<file path="config.mk">
export PLATFORM = sky130hd
export DESIGN_NAME = rtp_h264_depacketizer_top
export DESIGN_NICKNAME = d
export VERILOG_FILES = /design/src/hdl/rtpd_pkg.sv /design/src/hdl/rtpd_front.sv /design/src/hdl/rtpd_cmd_queue.sv /design/src/hdl/rtpd_back.sv /design/src/hdl/rtp_h264_depacketizer_top.sv
export VERILOG_INCLUDE_DIRS = /design/src /design/src/hdl
export SDC_FILE = /design/constraint.sdc
export NUM_CORES = 1
export LEC_CHECK = 0
export BUFFER_PORTS_ARGS = -buffer_cell sky130_fd_sc_hd__buf_2
export CORE_MARGIN = 1
export CORE_UTILIZATION = 40
export CTS_CLUSTER_DIAMETER = 30
export DETAILED_ROUTE_END_ITERATION = 16
export PLACE_DENSITY_LB_ADDON = 0.3
export SETUP_SLACK_MARGIN = 0.15
export SYNTH_ARGS = -nofsm -noshare
export SYNTH_HDL_FRONTEND = slang
export SYNTH_SLANG_ARGS = --single-unit
export TNS_END_PERCENT = 20
</file>
<file path="constraint.sdc">
create_clock -name clk -period 3.3 [get_ports clk]
set_input_delay 0.33 -clock clk [delete_from_list [all_inputs] [get_ports clk]]
set_output_delay 0.33 -clock clk [all_outputs]
set_load 0.01 [all_outputs]
</file>
<file path="src/hdl/assert_macros.svh">
// assertion macros shared by the rtl
`ifndef ASSERT_MACROS_SVH
`define ASSERT_MACROS_SVH
`ifndef NO_ASSERTIONS
// clocked property, disabled while reset is held
`define ASSERT_CLK(lbl, clk, rst_n, prop) \
  lbl: assert property (@(posedge clk) disable iff (!rst_n) prop) \
    else $error("assertion failed");
// clocked property checked during reset too
`define ASSERT_ALWAYS(lbl, clk, prop) \
  lbl: assert property (@(posedge clk) prop) else $error("assertion failed");
`else
`define ASSERT_CLK(lbl, clk, rst_n, prop)
`define ASSERT_ALWAYS(lbl, clk, prop)
`endif
`endif

</file>
<file path="src/hdl/rtpd_pkg.sv">
package rtpd_pkg;

  typedef enum logic [1:0] {
    MODE_IDLE   = 2'd0,
    MODE_SINGLE = 2'd1,
    MODE_AGG    = 2'd2,
    MODE_FRAG   = 2'd3
  } mode_t;

  typedef enum logic [1:0] {
    AGG_LEN_HI = 2'd0,
    AGG_LEN_LO = 2'd1,
    AGG_DATA   = 2'd2
  } agg_phase_t;

  // one request from front to back: optional start code, optional data byte
  typedef struct packed {
    logic       prefix;
    logic       data;
    logic [7:0] value;
  } cmd_t;

  localparam logic [4:0] TYPE_SINGLE_MIN = 5'd1;
  localparam logic [4:0] TYPE_SINGLE_MAX = 5'd23;
  localparam logic [4:0] TYPE_STAP_A     = 5'd24;
  localparam logic [4:0] TYPE_FU_A       = 5'd28;

  localparam logic [7:0] SC_ZERO = 8'h00;
  localparam logic [7:0] SC_ONE  = 8'h01;

  localparam logic [1:0] STEP_SC0  = 2'd0;
  localparam logic [1:0] STEP_SC1  = 2'd1;
  localparam logic [1:0] STEP_SC2  = 2'd2;
  localparam logic [1:0] STEP_DATA = 2'd3;

endpackage

</file>
<file path="src/hdl/rtpd_front.sv">
module rtpd_front (
  input  logic           clk,
  input  logic           rst_n,
  input  logic           accept,
  input  logic [7:0]     in_byte,
  input  logic           in_first,
  input  logic           in_last,
  output logic           cmd_valid,
  output rtpd_pkg::cmd_t cmd
);

  rtpd_pkg::mode_t      mode_r, mode_nxt;
  rtpd_pkg::agg_phase_t phase_r, phase_nxt;
  logic                 fu_hdr_r, fu_hdr_nxt;
  logic [7:0]           len_hi_r, len_hi_nxt;
  logic [15:0]          left_r, left_nxt;
  logic [2:0]           top_r, top_nxt;

  logic [4:0]  nal_type;
  logic [15:0] len_full;
  logic [15:0] left_dec;

  assign nal_type = in_byte[4:0];
  assign len_full = {len_hi_r, in_byte};
  assign left_dec = left_r - 16'd1;

  // next state
  always_comb begin
    mode_nxt   = mode_r;
    phase_nxt  = phase_r;
    fu_hdr_nxt = fu_hdr_r;
    len_hi_nxt = len_hi_r;
    left_nxt   = left_r;
    top_nxt    = top_r;
    if (accept) begin
      if (in_first) begin
        phase_nxt  = rtpd_pkg::AGG_LEN_HI;
        fu_hdr_nxt = 1'b0;
        len_hi_nxt = 8'h00;
        left_nxt   = 16'd0;
        if (nal_type >= rtpd_pkg::TYPE_SINGLE_MIN && nal_type <= rtpd_pkg::TYPE_SINGLE_MAX) begin
          mode_nxt = rtpd_pkg::MODE_SINGLE;
        end else if (nal_type == rtpd_pkg::TYPE_STAP_A) begin
          mode_nxt = rtpd_pkg::MODE_AGG;
        end else if (nal_type == rtpd_pkg::TYPE_FU_A) begin
          mode_nxt   = rtpd_pkg::MODE_FRAG;
          top_nxt    = in_byte[7:5];
          fu_hdr_nxt = 1'b1;
        end else begin
          mode_nxt = rtpd_pkg::MODE_IDLE;
        end
      end else if (mode_r == rtpd_pkg::MODE_AGG) begin
        unique case (phase_r)
          rtpd_pkg::AGG_LEN_HI: begin
            len_hi_nxt = in_byte;
            phase_nxt  = rtpd_pkg::AGG_LEN_LO;
          end
          rtpd_pkg::AGG_LEN_LO: begin
            left_nxt  = len_full;
            phase_nxt = (len_full == 16'd0) ? rtpd_pkg::AGG_LEN_HI : rtpd_pkg::AGG_DATA;
          end
          default: begin
            left_nxt = left_dec;
            if (left_dec == 16'd0) begin
              phase_nxt = rtpd_pkg::AGG_LEN_HI;
            end
          end
        endcase
      end else if (mode_r == rtpd_pkg::MODE_FRAG) begin
        fu_hdr_nxt = 1'b0;
      end
      // packet end cuts any unfinished unit
      if (in_last) begin
        mode_nxt   = rtpd_pkg::MODE_IDLE;
        fu_hdr_nxt = 1'b0;
        phase_nxt  = rtpd_pkg::AGG_LEN_HI;
        left_nxt   = 16'd0;
      end
    end
  end

  // request toward the back end
  always_comb begin
    cmd.prefix = 1'b0;
    cmd.data   = 1'b0;
    cmd.value  = in_byte;
    if (in_first) begin
      if (nal_type >= rtpd_pkg::TYPE_SINGLE_MIN && nal_type <= rtpd_pkg::TYPE_SINGLE_MAX) begin
        cmd.prefix = 1'b1;
        cmd.data   = 1'b1;
      end
    end else begin
      unique case (mode_r)
        rtpd_pkg::MODE_SINGLE: cmd.data = 1'b1;
        rtpd_pkg::MODE_AGG: begin
          if (phase_r == rtpd_pkg::AGG_LEN_LO) begin
            cmd.prefix = 1'b1;
          end else if (phase_r == rtpd_pkg::AGG_DATA) begin
            cmd.data = 1'b1;
          end
        end
        rtpd_pkg::MODE_FRAG: begin
          if (fu_hdr_r) begin
            // rebuilt nal header on the start fragment only
            cmd.prefix = in_byte[7];
            cmd.data   = in_byte[7];
            cmd.value  = {top_r, in_byte[4:0]};
          end else begin
            cmd.data = 1'b1;
          end
        end
        default: ;
      endcase
    end
  end

  assign cmd_valid = accept && (cmd.prefix || cmd.data);

  always_ff @(posedge clk) begin
    if (!rst_n) begin
      mode_r   <= rtpd_pkg::MODE_IDLE;
      phase_r  <= rtpd_pkg::AGG_LEN_HI;
      fu_hdr_r <= 1'b0;
      len_hi_r <= 8'h00;
      left_r   <= 16'd0;
      top_r    <= 3'd0;
    end else begin
      mode_r   <= mode_nxt;
      phase_r  <= phase_nxt;
      fu_hdr_r <= fu_hdr_nxt;
      len_hi_r <= len_hi_nxt;
      left_r   <= left_nxt;
      top_r    <= top_nxt;
    end
  end

endmodule

</file>
<file path="src/hdl/rtpd_cmd_queue.sv">
module rtpd_cmd_queue #(
  parameter int DEPTH = 4
) (
  input  logic           clk,
  input  logic           rst_n,
  input  logic           push,
  input  rtpd_pkg::cmd_t push_cmd,
  input  logic           pop,
  output rtpd_pkg::cmd_t head_cmd,
  output logic           full,
  output logic           empty
);

  localparam int PTR_W = (DEPTH > 1) ? $clog2(DEPTH) : 1;
  localparam int CNT_W = $clog2(DEPTH + 1);

  rtpd_pkg::cmd_t      slot_r [DEPTH];
  logic [PTR_W-1:0]    wr_ptr_r, wr_ptr_nxt;
  logic [PTR_W-1:0]    rd_ptr_r, rd_ptr_nxt;
  logic [CNT_W-1:0]    count_r, count_nxt;
  logic                do_push, do_pop;

  assign full     = (count_r == CNT_W'(DEPTH));
  assign empty    = (count_r == '0);
  assign do_push  = push && !full;
  assign do_pop   = pop && !empty;
  assign head_cmd = slot_r[rd_ptr_r];

  always_comb begin
    wr_ptr_nxt = wr_ptr_r;
    rd_ptr_nxt = rd_ptr_r;
    count_nxt  = count_r;
    if (do_push) begin
      wr_ptr_nxt = (wr_ptr_r == PTR_W'(DEPTH - 1)) ? '0 : wr_ptr_r + PTR_W'(1);
    end
    if (do_pop) begin
      rd_ptr_nxt = (rd_ptr_r == PTR_W'(DEPTH - 1)) ? '0 : rd_ptr_r + PTR_W'(1);
    end
    if (do_push && !do_pop) begin
      count_nxt = count_r + CNT_W'(1);
    end else if (do_pop && !do_push) begin
      count_nxt = count_r - CNT_W'(1);
    end
  end

  always_ff @(posedge clk) begin
    if (do_push) begin
      slot_r[wr_ptr_r] <= push_cmd;
    end
  end

  always_ff @(posedge clk) begin
    if (!rst_n) begin
      wr_ptr_r <= '0;
      rd_ptr_r <= '0;
      count_r  <= '0;
    end else begin
      wr_ptr_r <= wr_ptr_nxt;
      rd_ptr_r <= rd_ptr_nxt;
      count_r  <= count_nxt;
    end
  end

endmodule

</file>
<file path="src/hdl/rtpd_back.sv">
module rtpd_back (
  input  logic           clk,
  input  logic           rst_n,
  input  logic           cmd_avail,
  input  rtpd_pkg::cmd_t cmd,
  output logic           cmd_done,
  output logic           advance,
  input  logic           out_pop,
  output logic           out_empty,
  output logic [7:0]     out_stream_byte,
  output logic           out_unit_start,
  output logic           out_run_last
);

  logic [1:0] step_r, step_nxt;
  logic       valid_r, valid_nxt;
  logic [7:0] byte_r;
  logic       start_r;
  logic       last_r;

  logic [7:0] res_byte;
  logic       res_start;
  logic       res_last;

  // expand one request into start code bytes and data byte
  always_comb begin
    res_byte  = cmd.value;
    res_start = 1'b0;
    res_last  = 1'b1;
    if (cmd.prefix && step_r != rtpd_pkg::STEP_DATA) begin
      res_byte  = (step_r == rtpd_pkg::STEP_SC2) ? rtpd_pkg::SC_ONE : rtpd_pkg::SC_ZERO;
      res_start = (step_r == rtpd_pkg::STEP_SC0);
      res_last  = !cmd.data && (step_r == rtpd_pkg::STEP_SC2);
    end
  end

  assign advance   = cmd_avail && (!valid_r || out_pop);
  assign cmd_done  = advance && res_last;
  assign step_nxt  = advance ? (res_last ? rtpd_pkg::STEP_SC0 : step_r + 2'd1) : step_r;
  assign valid_nxt = advance ? 1'b1 : (out_pop ? 1'b0 : valid_r);

  always_ff @(posedge clk) begin
    if (advance) begin
      byte_r  <= res_byte;
      start_r <= res_start;
      last_r  <= res_last;
    end
  end

  always_ff @(posedge clk) begin
    if (!rst_n) begin
      step_r  <= rtpd_pkg::STEP_SC0;
      valid_r <= 1'b0;
    end else begin
      step_r  <= step_nxt;
      valid_r <= valid_nxt;
    end
  end

  assign out_empty       = !valid_r;
  assign out_stream_byte = byte_r;
  assign out_unit_start  = start_r;
  assign out_run_last    = last_r;

endmodule

</file>
<file path="src/hdl/rtp_h264_depacketizer_top.sv">
// rtp h.264 depacketizer: rtp payload bytes in, annex b byte stream out
// input queue: in_payload_byte with in_first_of_payload / in_last_of_payload
//   marks, taken at a clock edge where in_push is high and in_full is low
// result queue: out_stream_byte, out_unit_start (first 00 of a start code),
//   out_run_last (last result of one input byte); shown while out_empty is
//   low, taken at an edge where out_pop is high
// the front end classifies each byte (single nal, stap-a, fu-a, drop) and
//   turns it into a request: start code, data byte, or both
// a CMD_DEPTH-entry request queue parts front from back; the back end sends
//   one result byte per cycle into an output register, unless out_pop stalls
// an accepted byte passes the request queue, then the output register
// throughput: one byte per cycle for copied data while results are popped;
//   a request with a start code gives 3 or 4 result bytes, which the request
//   queue absorbs before in_full rises
// reset (rst_n low, synchronous) empties both queues and awaits a new packet
// when the receiver stalls, the output register holds and the request queue
//   fills; in_full then rises until results are popped
module rtp_h264_depacketizer_top #(
  parameter int CMD_DEPTH = 4
) (
  input  logic       clk,
  input  logic       rst_n,
  input  logic       in_push,
  output logic       in_full,
  input  logic [7:0] in_payload_byte,
  input  logic       in_first_of_payload,
  input  logic       in_last_of_payload,
  output logic       out_empty,
  input  logic       out_pop,
  output logic [7:0] out_stream_byte,
  output logic       out_unit_start,
  output logic       out_run_last
);

  // request handshake on the input side
  logic           in_accept;
  logic           cmd_valid;
  rtpd_pkg::cmd_t cmd_in;
  rtpd_pkg::cmd_t cmd_head;
  logic           q_full;
  logic           q_empty;
  logic           cmd_done;
  logic           back_adv;

  assign in_full   = q_full;
  assign in_accept = in_push && !q_full;

  // classify bytes and keep packet state
  rtpd_front u_front (
    .clk       (clk),
    .rst_n     (rst_n),
    .accept    (in_accept),
    .in_byte   (in_payload_byte),
    .in_first  (in_first_of_payload),
    .in_last   (in_last_of_payload),
    .cmd_valid (cmd_valid),
    .cmd       (cmd_in)
  );

  // decoupling queue between classification and emission
  rtpd_cmd_queue #(
    .DEPTH (CMD_DEPTH)
  ) u_queue (
    .clk      (clk),
    .rst_n    (rst_n),
    .push     (cmd_valid),
    .push_cmd (cmd_in),
    .pop      (cmd_done),
    .head_cmd (cmd_head),
    .full     (q_full),
    .empty    (q_empty)
  );

  // emit start codes and data, one byte per cycle while results are popped
  rtpd_back u_back (
    .clk             (clk),
    .rst_n           (rst_n),
    .cmd_avail       (!q_empty),
    .cmd             (cmd_head),
    .cmd_done        (cmd_done),
    .advance         (back_adv),
    .out_pop         (out_pop),
    .out_empty       (out_empty),
    .out_stream_byte (out_stream_byte),
    .out_unit_start  (out_unit_start),
    .out_run_last    (out_run_last)
  );

`include "assert_macros.svh"

  // a request is only produced when the queue has room
  `ASSERT_CLK(a_no_overflow, clk, rst_n, cmd_valid |-> !q_full)
  // the back end only moves with a request waiting
  `ASSERT_CLK(a_adv_has_cmd, clk, rst_n, back_adv |-> !q_empty)
  // a shown start code begins with a zero byte
  `ASSERT_CLK(a_start_zero, clk, rst_n,
    (!out_empty && out_unit_start) |-> (out_stream_byte == rtpd_pkg::SC_ZERO))
  // reset leaves no result waiting
  `ASSERT_ALWAYS(a_reset_empty, clk, !rst_n |=> out_empty)

endmodule
</file>
==> metrics <==
status completed; CTS max path bufs 2; H-tree depth 3; top-area cell type share of the netlist area 32.3%; Resize count post-CTS 0; gpl congestion 0.853; CTS tree built; Pwr Density 642 nW/um^2; # hold bufs at CTS 0; Setup Buffers After CTS 0; synthesized area per cell 11.2 um^2; Mapped Cells 413; number of synthesized flops with an enable pin 50; Arr. time, crit path 3.00 ns; cell area after placement 4870 um^2; Slew headroom 48.5%; Post-Synthesis Cell Area 4650 um^2; Int Power 2.35 mW; die width 110 um; setup TNS 0 ns; Yosys reg bits 94; ranking of synthesized cells by area edfxtp_1 32%, dfxtp_1 19%, mux4_2 4.8%; Antenna Violating Nets Remaining 0; Initial Util 41.9%; Post-Route WL 9.61 mm; proportion of layout cells with a drive suffix above 1 17.4%; sequential share of the synthesized area 51.3%; Design Area, Final 5160 um^2; unrepaired setup endpoints after global routing no; Inserted Diodes 0; Synth warnings 0; CP Class flip-flop to flip-flop; startpoint types flip-flop; Setup Skew 0.00972 ns; type of destination of the critical path flip-flop; vias 3212; sw frac 29.1%; Skew-Pair Late Insertion Delay 0.34 ns; FFs w/ async S/R, synth 0%; number of global-route vias before repair 3142; Fillers 1048; largest net degree at the start of global routing 43; global-route wire length before repair 15.8 mm; 1st-iter DRT viols 128; Via density 5.56; I/O pin count 26; final setup violating endpoints 0; P_leak 1.88 nW; R2R Setup Slk 0.56 ns; Die ar. 12000 um^2; Fin. Hold Viols 0; Final period util 82.9%; Final Hold Slack 0.268 ns; grt total ovfl 0; P&R area growth vs syn 11.1%; Mapped Nets 439; PortBufs 25; Max Freq 366 MHz; Max Cap Viol 0; Combinational Power Share 23.7%; Min-Delay Path Class input pin to flip-flop; Remaining DRCs 0; Clk pwr share 31.5%; Core ar. 11100 um^2; row cnt 38; Yosys top cell by area edfxtp_1; Synth cell types 67; critical path fanouts, max 7; worst vdd ir 0.318 mV; DR WL/cell 16.6 um; Die H 110 um; CTS Root Cell clkbuf_16; Final Max Slew Viols 0; clock sink count 94; Worst-path clk slew 0.07 ns; Num CTS Buffers 9; Nets 459; router iterations before antenna repair 5; initial antenna violation count 0; Period minus WS final 2.74 ns; Worst Path Required 3.57 ns; worst slew pin tran 0.767 ns; ys flop type edfxtp_1; Switch Pwr 0.966 mW; gr usage total 17.6%; post-DP HPWL 6.76 mm; register share of total power 44.8%
[power groups by stage]
stage | registers [mW] | logic [mW] | clock network, mW
floorplan | 1.54 | 0.564 | 0
global placement | 1.51 | 0.780 | 0
detailed placement | 1.51 | 0.800 | 0
CTS | 1.49 | 0.803 | 1.07
global route | 1.50 | 0.886 | 1.12
finish | 1.48 | 0.787 | 1.04
[layer usage]
metal	share of wire, %	vias to the layer above	GRT usage, %	routed length (um)
met1	44	1553	21.7	4250
met5	0	-	0	0
met2	50	79	29.3	4760
li1	-	1561	-	-
met3	4.3	19	4.15	418
met4	1.9	0	7.62	183
[logic make-up after synthesis]
group           Yosys count  synth area share, %
simple gates            144                 17.9
flops                    94                 51.3
compound gates           93                 14.0
buf+inv                  37                 3.90
mux                      21                 7.33
xor+xnor                 12                 2.26
fa+ha+maj                12                 3.39
[layout by cell type, fill, tap and decap left out, types with 3 or more instances in the layout]
cell type,netlist,routed
mux2i_1,7,7
a211o_1,6,6
a211oi_1,8,8
a21boi_1,3,3
and3_1,3,3
buf_4,0,6
nand2_1,20,20
nor4_1,4,4
a22oi_1,10,10
inv_1,15,15
a21boi_0,5,5
ha_1,11,11
edfxtp_1,50,50
nor3_1,9,9
dfxtp_1,44,44
a21boi_2,3,3
nor2b_1,34,34
a21oi_1,16,16
xnor2_1,6,6
mux2_2,4,4
nand3_1,5,5
buf_2,4,25
and2_1,10,10
xor2_1,6,6
clkbuf_16,0,9
nand2b_1,5,5
mux4_2,10,10
o21ai_0,17,17
nor2_1,27,27
nand4_1,4,4
[stage by stage]
stage | worst slack (ns) | instances | power (mW) | util (%)
global route | 0.390 | 578 | 3.51 | 46.6
finish | 0.564 | 578 | 3.31 | 46.6
CTS | 0.563 | 578 | 3.36 | 46.6
floorplan | 0.548 | 413 | 2.10 | -
detailed placement | 0.432 | 562 | 2.31 | 43.9
global placement | 0.540 | 562 | 2.29 | 43.9
[critical path, stage by stage, from the launching register on]
cell	delay [ns]
dfxtp_1	0.43
nand4b_1	0.24
or2_2	0.34
o311a_1	0.14
a21oi_2	0.15
ha_1	0.20
inv_1	0.06
fa_1	0.37
xor2_1	0.15
or3_2	0.41
a21boi_0	0.17
[path summary, 6_finish.rpt]
path	from	to	depth (start not counted)
max	u_front.mode_r[0]	u_queue.count_r[2]	10
min	out_pop	u_back.valid_r	4
max reg2reg	u_front.mode_r[0]	u_queue.count_r[2]	10
min reg2reg	u_back.valid_r	u_back.valid_r	2
[state kept, by name, indices dropped and copies added (netlist names), named ones only]
register / cells
u_front.mode_r: 2
u_queue.wr_ptr_r: 2
u_back.step_r: 2
u_queue.rd_ptr_r: 2
u_back.valid_r: 1
u_back.out_unit_start: 1
u_front.left_r: 16
u_back.out_stream_byte: 8
u_front.len_hi_r: 8
u_front.fu_hdr_r: 1
u_queue.slot_r: 40
u_front.phase_r: 2
u_queue.count_r: 3
u_back.out_run_last: 1
u_front.top_r: 3
[cell type report]
cell class	instances	area (um^2)	area share (%)
sequential	94	2380	46.1
clock inverter	6	68.8	1.33
clock buffer	10	229	4.43
timing repair buffer	31	170	3.30
tap	140	175	3.39
multi-input combinational	282	2080	40.3
inverter	15	56.3	1.09
[synthesized netlist by cell type, types with 6 or more instances]
cell type and number:
a211o_1 6, nor2b_1 34, mux2i_1 7, o21ai_0 17, a21oi_1 16, edfxtp_1 50
nand2_1 20, a22oi_1 10, nor3_1 9, mux4_2 10, ha_1 11, xor2_1 6
inv_1 15, xnor2_1 6, clkbuf_1 12, and2_1 10, nor2_1 27, a211oi_1 8
dfxtp_1 44
No activity file was read; power rests on OpenSTA's default activity.
